[config.mk]
export PLATFORM = sky130hd
export DESIGN_NAME = accel_poll_sequence_and_average
export DESIGN_NICKNAME = d
export VERILOG_FILES = /design/src/hw/rtl/apsa_pkg.sv /design/src/hw/rtl/apsa_ctrl.sv /design/src/hw/rtl/apsa_dp.sv /design/src/hw/rtl/accel_poll_sequence_and_average.sv
export SDC_FILE = /design/constraint.sdc
export NUM_CORES = 2
export LEC_CHECK = 0
export ABC_AREA = 1
export ABC_CLOCK_PERIOD_IN_PS = 10700
export BUFFER_PORTS_ARGS = -buffer_cell sky130_fd_sc_hd__buf_2
export CAP_MARGIN = 5
export CORE_ASPECT_RATIO = 1.1
export CORE_MARGIN = 3
export CORE_UTILIZATION = 59
export CTS_CLUSTER_SIZE = 28
export DETAILED_ROUTE_END_ITERATION = 8
export PLACE_DENSITY = 0.76
export SYNTH_ARGS = -nofsm -noshare
export SYNTH_HDL_FRONTEND = slang
export SYNTH_SLANG_ARGS = --single-unit
[constraint.sdc]
create_clock -name clk -period 10.7 [get_ports clk]
set_clock_uncertainty 0.1 [all_clocks]
set_input_delay 1.07 -clock clk [delete_from_list [all_inputs] [get_ports clk]]
set_output_delay 1.07 -clock clk [all_outputs]
set_load 0.1 [all_outputs]
[src/hw/rtl/apsa_pkg.sv]
// shared types and constants for the accelerometer poll sequencer and averager
// used by apsa_ctrl, apsa_dp and accel_poll_sequence_and_average
// no dependencies
package apsa_pkg;

	// samples per average (1 to 64)
	localparam int AVERAGE_COUNT = 22;
	localparam int CNT_W         = 6;
	localparam logic [CNT_W-1:0] AVG_LAST = CNT_W'(AVERAGE_COUNT - 1);

	localparam int SUM_W  = 24;
	localparam int WORD_W = 16;
	localparam int PROD_W = 49;

	// exact floor(x / AVERAGE_COUNT) for x below 2^SUM_W:
	// (x * RECIP) >> DIV_SHIFT, RECIP = ceil(2^DIV_SHIFT / AVERAGE_COUNT)
	localparam int DIV_SHIFT = SUM_W + $clog2(AVERAGE_COUNT);
	localparam longint RECIP_L = ((64'd1 << DIV_SHIFT) + AVERAGE_COUNT - 1) / AVERAGE_COUNT;
	localparam logic [24:0] RECIP = 25'(RECIP_L);

	// gain is unsigned Q5.11
	localparam int GAIN_FRAC = 11;

	typedef enum logic [2:0] {
		ACT_NONE      = 3'd0,
		ACT_BUS_RESET = 3'd1,
		ACT_READ      = 3'd2,
		ACT_WR_IDLE   = 3'd3,
		ACT_WR_RUN    = 3'd4
	} action_t;

	// sequencer steps with a special meaning
	localparam logic [2:0] STEP_START    = 3'd0;
	localparam logic [2:0] STEP_IDLE_CFG = 3'd2;
	localparam logic [2:0] STEP_RUN_CFG  = 3'd4;
	localparam logic [2:0] STEP_RUN      = 3'd5;

	typedef enum logic [2:0] {
		REG_OFF_X  = 3'd0,
		REG_OFF_Y  = 3'd1,
		REG_OFF_Z  = 3'd2,
		REG_GAIN_X = 3'd3,
		REG_GAIN_Y = 3'd4,
		REG_GAIN_Z = 3'd5
	} reg_idx_t;

	localparam logic [15:0] OFF_X_RST  = 16'd84;
	localparam logic [15:0] OFF_Y_RST  = 16'd22;
	localparam logic [15:0] OFF_Z_RST  = 16'hFB41;
	localparam logic [15:0] GAIN_X_RST = 16'd34882;
	localparam logic [15:0] GAIN_Y_RST = 16'd34005;
	localparam logic [15:0] GAIN_Z_RST = 16'd37809;

	// axis order in arrays: 0 x, 1 y, 2 z
	typedef struct packed {
		logic [2:0][15:0] off;
		logic [2:0][15:0] gain;
	} cfg_t;

	typedef struct packed {
		logic       capture;
		logic       exec;
		logic       div;
		logic       scale;
		logic       clear_sums;
		logic       load_out;
		logic [1:0] axis;
	} cmd_t;

	typedef struct packed {
		logic avg_due;
	} sts_t;

endpackage

[src/hw/rtl/apsa_ctrl.sv]
// controller for the poll sequencer and averager: item handshake, axis loop, output slot
// depends on apsa_pkg
module apsa_ctrl
	import apsa_pkg::*;
(
	input  logic clk,
	input  logic arst_n,
	input  logic s_tvalid,
	output logic s_tready,
	output logic m_tvalid,
	input  logic m_tready,
	input  sts_t sts,
	output cmd_t cmd
);

	typedef enum logic [2:0] {
		ST_IDLE,
		ST_EXEC,
		ST_DIV,
		ST_SCALE,
		ST_DONE
	} state_t;

	state_t     state_q;
	logic [1:0] axis_q;
	logic       out_valid_q;
	logic       slot_free;

	assign slot_free = !out_valid_q || m_tready;
	assign s_tready  = (state_q == ST_IDLE);
	assign m_tvalid  = out_valid_q;

	always_comb begin
		cmd            = '0;
		cmd.axis       = axis_q;
		cmd.capture    = (state_q == ST_IDLE) && s_tvalid;
		cmd.exec       = (state_q == ST_EXEC);
		cmd.div        = (state_q == ST_DIV);
		cmd.scale      = (state_q == ST_SCALE);
		cmd.clear_sums = (state_q == ST_SCALE) && (axis_q == 2'd2);
		cmd.load_out   = (state_q == ST_DONE) && slot_free;
	end

	always_ff @(posedge clk or negedge arst_n) begin
		if (!arst_n) begin
			state_q     <= ST_IDLE;
			axis_q      <= 2'd0;
			out_valid_q <= 1'b0;
		end else begin
			if (cmd.load_out)
				out_valid_q <= 1'b1;
			else if (m_tready)
				out_valid_q <= 1'b0;
			case (state_q)
				ST_IDLE: begin
					if (s_tvalid)
						state_q <= ST_EXEC;
				end
				ST_EXEC: begin
					axis_q <= 2'd0;
					if (sts.avg_due)
						state_q <= ST_DIV;
					else
						state_q <= ST_DONE;
				end
				ST_DIV: begin
					state_q <= ST_SCALE;
				end
				ST_SCALE: begin
					if (axis_q == 2'd2) begin
						state_q <= ST_DONE;
					end else begin
						axis_q  <= axis_q + 2'd1;
						state_q <= ST_DIV;
					end
				end
				ST_DONE: begin
					if (slot_free)
						state_q <= ST_IDLE;
				end
				default: state_q <= ST_IDLE;
			endcase
		end
	end

endmodule

[src/hw/rtl/apsa_dp.sv]
// datapath: sequencer step, running sums, shared multiplier for divide and scale, result register
// depends on apsa_pkg
module apsa_dp
	import apsa_pkg::*;
(
	input  logic        clk,
	input  logic        arst_n,
	input  cmd_t        cmd,
	output sts_t        sts,
	input  cfg_t        cfg,
	input  logic        in_kind,
	input  logic [55:0] in_data,
	output logic        out_ready,
	output logic [55:0] out_data
);

	logic                   kind_q;
	logic                   ok_q;
	logic [2:0][WORD_W-1:0] word_q;
	logic [2:0]             step_q;
	logic [CNT_W-1:0]       samples_q;
	logic [2:0][SUM_W-1:0]  sum_q;
	action_t                act_q;
	logic                   rdy_q;
	logic [SUM_W-1:0]       quo_q;
	logic [2:0][15:0]       res_q;
	action_t                out_act_q;
	logic                   out_rdy_q;
	logic [2:0][15:0]       out_val_q;

	logic [2:0]             step_nxt;
	action_t                act_nxt;
	logic                   sampling;
	logic [2:0][SUM_W-1:0]  sum_nxt;
	logic [SUM_W-1:0]       sum_sel;
	logic                   sum_neg;
	logic [SUM_W-1:0]       sum_mag;
	logic [SUM_W-1:0]       mul_a;
	logic [24:0]            mul_b;
	logic [PROD_W-1:0]      prod;
	logic [28:0]            scaled_mag;
	logic [15:0]            res_nxt;

	assign sampling    = kind_q && ok_q && (step_q == STEP_RUN);
	assign sts.avg_due = sampling && (samples_q == AVG_LAST);

	always_comb begin
		step_nxt = (step_q == STEP_RUN) ? STEP_RUN : step_q + 3'd1;
		case (step_nxt)
			STEP_IDLE_CFG: act_nxt = ACT_WR_IDLE;
			STEP_RUN_CFG:  act_nxt = ACT_WR_RUN;
			default:       act_nxt = ACT_READ;
		endcase
	end

	always_comb begin
		for (int i = 0; i < 3; i++) begin
			sum_nxt[i] = sum_q[i] + {{(SUM_W-WORD_W){word_q[i][WORD_W-1]}}, word_q[i]}
				+ {{(SUM_W-16){cfg.off[i][15]}}, cfg.off[i]};
		end
	end

	// one multiplier: |sum| * reciprocal, then quotient * gain
	always_comb begin
		sum_sel    = sum_q[cmd.axis];
		sum_neg    = sum_sel[SUM_W-1];
		sum_mag    = sum_neg ? (~sum_sel + SUM_W'(1)) : sum_sel;
		mul_a      = cmd.scale ? quo_q : sum_mag;
		mul_b      = cmd.scale ? {9'd0, cfg.gain[cmd.axis]} : RECIP;
		prod       = PROD_W'(mul_a) * PROD_W'(mul_b);
		scaled_mag = prod[GAIN_FRAC +: 29];
		if (!sum_neg)
			res_nxt = (scaled_mag > 29'd32767) ? 16'h7FFF : scaled_mag[15:0];
		else
			res_nxt = (scaled_mag > 29'd32768) ? 16'h8000 : (~scaled_mag[15:0] + 16'd1);
	end

	always_ff @(posedge clk or negedge arst_n) begin
		if (!arst_n) begin
			step_q    <= STEP_START;
			samples_q <= '0;
			sum_q     <= '0;
		end else begin
			if (cmd.exec) begin
				if (!kind_q) begin
					step_q <= ok_q ? step_nxt : STEP_START;
				end else if (sampling) begin
					sum_q     <= sum_nxt;
					samples_q <= sts.avg_due ? '0 : samples_q + CNT_W'(1);
				end
			end
			if (cmd.clear_sums)
				sum_q <= '0;
		end
	end

	always_ff @(posedge clk) begin
		if (cmd.capture) begin
			kind_q    <= in_kind;
			ok_q      <= in_data[0];
			// x takes the second word, y the first
			word_q[0] <= in_data[32:17];
			word_q[1] <= in_data[16:1];
			word_q[2] <= in_data[48:33];
		end
		if (cmd.exec) begin
			rdy_q <= sts.avg_due;
			if (!kind_q)
				act_q <= ok_q ? act_nxt : ACT_BUS_RESET;
			else
				act_q <= ACT_NONE;
		end
		if (cmd.div)
			quo_q <= SUM_W'(prod >> DIV_SHIFT);
		if (cmd.scale)
			res_q[cmd.axis] <= res_nxt;
		if (cmd.load_out) begin
			out_act_q <= act_q;
			out_rdy_q <= rdy_q;
			out_val_q <= rdy_q ? res_q : '0;
		end
	end

	assign out_ready = out_rdy_q;
	assign out_data  = {5'd0, out_val_q[2], out_val_q[1], out_val_q[0], out_act_q};

`ifndef SYNTHESIS
	a_step_bound: assert property (@(posedge clk) disable iff (!arst_n)
		step_q <= STEP_RUN)
		else $error("sequencer step beyond running step");

	a_samples_bound: assert property (@(posedge clk) disable iff (!arst_n)
		samples_q <= AVG_LAST)
		else $error("sample count beyond average length");

	a_avg_restart: assert property (@(posedge clk) disable iff (!arst_n)
		(cmd.exec && sts.avg_due) |=> (samples_q == '0))
		else $error("sample count not restarted after average");

	a_sums_cleared: assert property (@(posedge clk) disable iff (!arst_n)
		cmd.clear_sums |=> (sum_q == '0))
		else $error("sums not cleared after average");
`endif

endmodule

[src/hw/rtl/accel_poll_sequence_and_average.sv]
// Accelerometer bring-up sequencer and sample averager, top level.
// Each item passes the states EXEC and DONE; a read that completes an average also
// passes DIV then SCALE for each axis (two passes of the shared multiplier per axis),
// and DONE loads the output register once it is free. One item at a time, and the next
// item is taken while the previous result waits in the output register.
// arst_n clears the sequencer, sample count and sums and loads register defaults.
module accel_poll_sequence_and_average
	import apsa_pkg::*;
(
	input  logic        clk,
	input  logic        arst_n,
	// input stream
	input  logic        s_tvalid,
	output logic        s_tready,
	input  logic [55:0] s_tdata,  // bus_ok, byte0, byte1, byte2, byte3, byte4, byte5, zero pad
	input  logic        s_tuser,  // kind
	// result stream
	output logic        m_tvalid,
	input  logic        m_tready,
	output logic [55:0] m_tdata,  // action, x_value, y_value, z_value, zero pad
	output logic        m_tuser,  // averages_ready
	// configuration port
	input  logic        psel,
	input  logic        penable,
	input  logic        pwrite,
	input  logic [4:0]  paddr,
	input  logic [31:0] pwdata,
	output logic [31:0] prdata,
	output logic        pready
);

	cfg_t     cfg_q;
	cmd_t     cmd;
	sts_t     sts;
	reg_idx_t reg_idx;

	assign pready  = 1'b1;
	assign reg_idx = reg_idx_t'(paddr[4:2]);

	always_ff @(posedge clk or negedge arst_n) begin
		if (!arst_n) begin
			cfg_q.off[0]  <= OFF_X_RST;
			cfg_q.off[1]  <= OFF_Y_RST;
			cfg_q.off[2]  <= OFF_Z_RST;
			cfg_q.gain[0] <= GAIN_X_RST;
			cfg_q.gain[1] <= GAIN_Y_RST;
			cfg_q.gain[2] <= GAIN_Z_RST;
		end else if (psel && penable && pwrite && pready) begin
			case (reg_idx)
				REG_OFF_X:  cfg_q.off[0]  <= pwdata[15:0];
				REG_OFF_Y:  cfg_q.off[1]  <= pwdata[15:0];
				REG_OFF_Z:  cfg_q.off[2]  <= pwdata[15:0];
				REG_GAIN_X: cfg_q.gain[0] <= pwdata[15:0];
				REG_GAIN_Y: cfg_q.gain[1] <= pwdata[15:0];
				REG_GAIN_Z: cfg_q.gain[2] <= pwdata[15:0];
				default:    ;
			endcase
		end
	end

	always_comb begin
		case (reg_idx)
			REG_OFF_X:  prdata = {16'd0, cfg_q.off[0]};
			REG_OFF_Y:  prdata = {16'd0, cfg_q.off[1]};
			REG_OFF_Z:  prdata = {16'd0, cfg_q.off[2]};
			REG_GAIN_X: prdata = {16'd0, cfg_q.gain[0]};
			REG_GAIN_Y: prdata = {16'd0, cfg_q.gain[1]};
			REG_GAIN_Z: prdata = {16'd0, cfg_q.gain[2]};
			default:    prdata = '0;
		endcase
	end

	apsa_ctrl u_ctrl (
		.clk      (clk),
		.arst_n   (arst_n),
		.s_tvalid (s_tvalid),
		.s_tready (s_tready),
		.m_tvalid (m_tvalid),
		.m_tready (m_tready),
		.sts      (sts),
		.cmd      (cmd)
	);

	apsa_dp u_dp (
		.clk       (clk),
		.arst_n    (arst_n),
		.cmd       (cmd),
		.sts       (sts),
		.cfg       (cfg_q),
		.in_kind   (s_tuser),
		.in_data   (s_tdata),
		.out_ready (m_tuser),
		.out_data  (m_tdata)
	);

endmodule

# Yosys cells after proc, flatten, opt, wreduce, memory -nomap -nowiden
# Cells that the tools add are included.
# word_totals
reg_bits	357
# op_classes
addsub	11
n_mul	1
n_lt_le_gt_ge	4
n_eq_ne	17
muxes	32
bitwise_logic	4
n_reduce_logical	30
# op_table
cell	n
$mux 72	4
$add 24x24->24	6
$pmux 16 s6	1
$mux 16	5
$mux 24	3
$mul 24x25->49	1
$bmux 24 s2	1
$bwmux 48	1
$bmux 16 s2	1
$demux 16 s2	1
$gt 29x15->1 const B	1
$gt 29x16->1 const B	1
$mux 25	1
$add 24x1->24 const B	1
$not 24->24	1
$mux 3	6
$reduce_and 2->1	9
$add 16x1->16 const B	1
$not 16->16	1
$eq 3x2->1 const B	5
$eq 3x3->1 const B	5
$pmux 3 s5	1
$reduce_bool 2->1	5
$logic_and 1x1->1	9
other kinds (21)	28

# Longest topological paths before layout
# logic_depth
depth_word	12
mapped_depth	57
ltp_nobuf	55

# By module
# From an unflattened synthesis, not the netlist that was laid out.
# hier_totals
hier_cells	4398
area_unflattened_um2	37930.1
# by_module_without_submodules
module	instances	cells_each	area_per_inst_um2	seq_area_each_um2
apsa_dp	1	3730	32476.1	7252.0
accel_poll_sequence_and_average	1	621	5106.1	2444.8
apsa_ctrl	1	47	347.8	150.1

# Worst setup path after synthesis
# OpenSTA, ideal clock, no wires.
# synth_timing
path_kind	flip-flop to flip-flop
from	reg u_ctrl.axis_q[0]
to	reg u_dp.res_q[22] (netlist name), data pin
setup_ns	0.261
arrival_time_ns	8.250
t_required_ns	10.339
path_slack_ns	2.089
path_stages_with_launch	53
path_buffers	3
period_less_slack_ns	8.611
path_cell_list	dfrtp_1 -> buf_6 -> inv_4 -> buf_6 -> a21oi_1 -> o21ai_1 -> o21a_1 -> inv_1 -> nor3_1 -> nand2_1 -> inv_1 -> nand3_1 -> inv_1 -> nand3_2 -> o21ai_1 -> xor2_1 -> nor2_1 -> inv_1 -> [... 17 more ...] -> inv_1 -> nor2_1 -> inv_1 -> nor3_1 -> nand3_1 -> nand3_1 -> nand2_1 -> nand2_1 -> nand3_1 -> nor2_1 -> nand3_1 -> nor2_1 -> nand3_1 -> nand2_2 -> buf_6 -> nand2_1 -> nand2_1 -> nand2_1
# synth_between
elab_chain_cells	12
word_cells_on_any_way	23
cone_classes	2 x add/sub; 1 x mul; 4 x order compare; 13 x mux; 2 x bitwise; 1 x reduce/logical
# synth_rtl
item	line_no	text
start: declaration	apsa_ctrl.sv:25	logic [1:0] axis_q;
start signal: assignment	apsa_ctrl.sv:73	axis_q <= axis_q + 2'd1;
$bmux 24 s2	apsa_dp.sv:65	sum_sel = sum_q[cmd.axis];
$mux 24 (not written as such)	apsa_dp.sv:65	
$not 24->24	apsa_dp.sv:67	sum_mag = sum_neg ? (~sum_sel + SUM_W'(1)) : sum_sel;
$add 24x1->24	apsa_dp.sv:67	
$mux 24	apsa_dp.sv:67	
$mux 24	apsa_dp.sv:68	mul_a = cmd.scale ? quo_q : sum_mag;
$mul 24x25->49	apsa_dp.sv:70	prod = PROD_W'(mul_a) * PROD_W'(mul_b);
$not 16->16	apsa_dp.sv:75	res_nxt = (scaled_mag > 29'd32768) ? 16'h8000 : (~scaled_mag[15:0] + 16'd1);
$add 16x1->16	apsa_dp.sv:75	
$mux 16	apsa_dp.sv:75	
$mux 16 (*)	apsa_dp.sv:72	if (!sum_neg)
named net u_dp.res_nxt[6]	apsa_dp.sv:42	logic [15:0] res_nxt;
$bwmux 48 (*)	apsa_dp.sv:116	res_q[cmd.axis] <= res_nxt;
end signal: indexed assignment	apsa_dp.sv:116	
end: declaration	apsa_dp.sv:26	logic [2:0][15:0] res_q;
# Mark *: on every way through the listed nets, which the timed path passes. The rest lies on a longest branch. The select of a mux whose other input is x is not followed.
# A chain may end at the register's enable or synchronous reset.

# Worst setup path after layout
# layout_timing
from	reg u_ctrl.axis_q[0]
to	reg u_dp.res_q[44] (netlist name), data pin
# The elaborated chain is that of the path after synthesis.

==> reports/qor.yml <==
status: "finished clean"
final_nets: 5446
fmax_mhz: 98.6
grt_pass1_wl_um: 171000
arrival_ns: 10.28
final_hold_viol_count: 0
tns_ns: 0
cts_root_buf: "clkbuf_16"
antenna_found_initial: 1
use_met2_pct: 53.6
r2r-end: "u_dp.res_q[44]"
synth_cell_types: 59
start_kind: "flop"
synthCells: 4353
drt-total-wl_um: 108000
synth_area_mm2: 0.0374
ir_drop_mv: 0.204
cts_buffer_depth: 3
post-route-period-util_pct: 94.8
grt_use_met3_pct: 7.16
gp_congestion: 1.04
syn_area_per_cell_um2: 8.60
pre_cts_slack_ns: 0.379
worstHoldEndpoint: "u_dp.out_act_q[0]"
ys_seq_area_share_pct: 26.3
fin_crit_ns: 10.14
finalSetupViolCount: 0
io_buffers: 145
path_common_cell: "inv_1"
synth.largest_area_cell: "fa_1"
grt_pass1_vias: 31005
tightest_slew_ns: 1.31
hold_class: "flop to flop"
cts_tree: "done"
gr-max-usage-layer: "met2"
synth_seq_cells: 357
drcViolationCount: 0
globalRoute.totalOverflow: 0
grt_setup_unrepaired: "false"
design.die.area_mm2: 0.0665
ant_nets: 0
n_antenna_cell: 0
holdCritStartpoint: "u_dp.act_q[0]"
path_class: "flop to flop"
clk_pin_slew_ns: 0.06
holdPathStages: 0
r2r_cells: 51
cts.sinks: 357
yosys.area.top_type_share_pct: 25.8
dr.pass1.iters: 6
syn2layout_area_growth_pct: 9.31
relSlewSlack_pct: 12.4
p_per_area_mw_per_mm2: 205
clk_latency_ns: 0.57
slew_violations: 0
endpoint_kind: "flop"
drv_cap: 0
io_pins: 193
synth-main-ff-cell: "edfxtp_1"
num_rows: 96
dr.first_iter.drc_count: 2831
numCtsBuffers: 40
die_w_um: 246
worst_slack_ns: 0.558
async_reset_ff_share_pct: 51.3
routedWlPerCell_um: 19.9
worstPathRequired_ns: 10.84
max_stage_delay_ns: 0.59
synth_common_cells: "inv_1 (957), nand2_1 (810), fa_1 (482), nor2_1 (389), ha_1 (294)"
yosysMostFrequentCell: "inv_1"
synth.area.top_cells: "fa_1 (26%), edfxtp_1 (14%), dfrtp_1 (10%)"
vias_per_cell: 5.61
p_leak_nw: 21.1
synth_edf_count: 174
vias: 30493
r2r_slack_ns: 0.56
start_util_pct: 59.8
chipHeight_um: 270
cp_max_fo: 9
regToRegStartpoint: "u_ctrl.axis_q[0]"
drive_above_1_share_pct: 8.85
place_hpwl_um: 87000
yosys_warnings: 0
worst_path_max_delay_cell: "dfrtp_4"
groute.usage.overall_pct: 33.3
cts.htree.levels: 2
core_area_mm2: 0.0626
grtUsageMet1_pct: 43.2
grt_max_degree: 111
==> metal layers <==
metal | up-vias | share of wire (%)
li1 | 13960 | -
met4 | 2 | 5.8
met2 | 1463 | 46
met5 | - | 0.012
met1 | 14727 | 38
met3 | 341 | 9.9
==> critical path: cells and delay by family, from the launching register on <==
family        cells  cell delay (ns)
fa+ha+maj         9             4.11
buf+inv          13             1.11
flops             1             0.59
simple gates     29             3.90
==> registers in the layout, indices dropped and copies added, names as in the netlist <==
| register | count |
|---|---|
| u_dp.kind_q | 1 |
| u_ctrl.m_tvalid | 1 |
| u_dp.word_q | 48 |
| u_dp.out_ready | 1 |
| u_ctrl.axis_q | 2 |
| u_dp.res_q | 48 |
| u_dp.rdy_q | 1 |
| u_dp.samples_q | 6 |
| u_dp.step_q | 3 |
| u_dp.ok_q | 1 |
| u_ctrl.state_q | 3 |
| u_dp.out_act_q | 3 |
| cfg_q | 96 |
| u_dp.sum_q | 72 |
| u_dp.quo_q | 20 |
| u_dp.act_q | 3 |
| u_dp.out_data | 48 |
==> layout make-up <==
type,count,area [um2]
well taps,833,1040
fillers,5113,21700
repair buffers,238,1470
clock buffers,48,1050
clock inverters,25,236
inverters,969,3640
multi-input cells,2963,23600
flip-flops and latches,357,9850
==> power by group <==
group | total, mW | leakage (nW) | switching (mW) | internal (mW)
combinational | 5.14 | 16.6 | 3.46 | 1.68
clock | 1.39 | 0.625 | 0.608 | 0.782
sequential | 1.87 | 3.82 | 0.170 | 1.70
==> logic make-up (layout without fill, tap and decap cells) <==
group                    count (synthesis)  count (layout)  share of synthesized area (%)
AND/OR/NAND/NOR                       1439            1439                           15.8
buffers and inverters                 1089            1280                           11.3
adder cells (fa/ha/maj)                776             776                           35.6
AO/OA/AOI/OAI                          636             636                           9.67
flip-flops                             357             357                           26.3
XOR/XNOR                                54              54                           1.32
other                                    2              58                         0.0201
==> worst max path at each step <==
stage | from | end | slack, ns | cells after the start
2_1_floorplan | u_ctrl.axis_q[0] | u_dp.res_q[22] | 2.09 | 52
3_3_place_gp | u_ctrl.axis_q[0] | u_dp.res_q[36] | 0.56 | 47
3_5_place_dp | u_ctrl.axis_q[0] | u_dp.res_q[4] | 0.38 | 47
4_1_cts | u_ctrl.axis_q[0] | u_dp.res_q[4] | 0.32 | 47
5_1_grt | u_ctrl.axis_q[0] | u_dp.res_q[38] | 0.01 | 50
6_report | u_ctrl.axis_q[0] | u_dp.res_q[44] | 0.56 | 51
==> per-stage QoR <==
step / area [um2] / hold WS, ns / std cells / util (%) / total power, mW
floorplan: 37700 / 0.300 / 4409 / - / 5.44
global placement: 39600 / 0.301 / 5357 / 63.2 / 6.83
detailed placement: 39600 / 0.308 / 5357 / 63.2 / 6.91
CTS: 40800 / 0.322 / 5430 / 65.3 / 8.34
global route: 40900 / 0.334 / 5433 / 65.4 / 9.07
finish: 40900 / 0.321 / 5433 / 65.4 / 8.39
==> timing repair <==
item,in CTS,in global routing
hold buffers,0,0
setup buffers,0,2
gates resized for setup,0,14
endpoints found under the setup margin,0,48
==> layout by cell type (no fill, tap or decap), drive strengths merged, types with 14 or more instances in the layout <==
| master | n |
|---|---|
| clkinv | 21 |
| nand2 | 831 |
| nor2 | 396 |
| inv | 967 |
| a22oi | 19 |
| fa | 482 |
| o211ai | 18 |
| edfxtp | 174 |
| xnor2 | 15 |
| nand4 | 15 |
| o22ai | 25 |
| buf | 236 |
| dfstp | 34 |
| o21a | 28 |
| ha | 294 |
| clkbuf | 50 |
| conb | 58 |
| nor3 | 57 |
| nand3 | 104 |
| o21ai | 275 |
| o31ai | 14 |
| a21oi | 188 |
| xor2 | 39 |
| dfrtp | 149 |
| a21o | 16 |
Note: power is estimated with default switching activity, not from simulation.
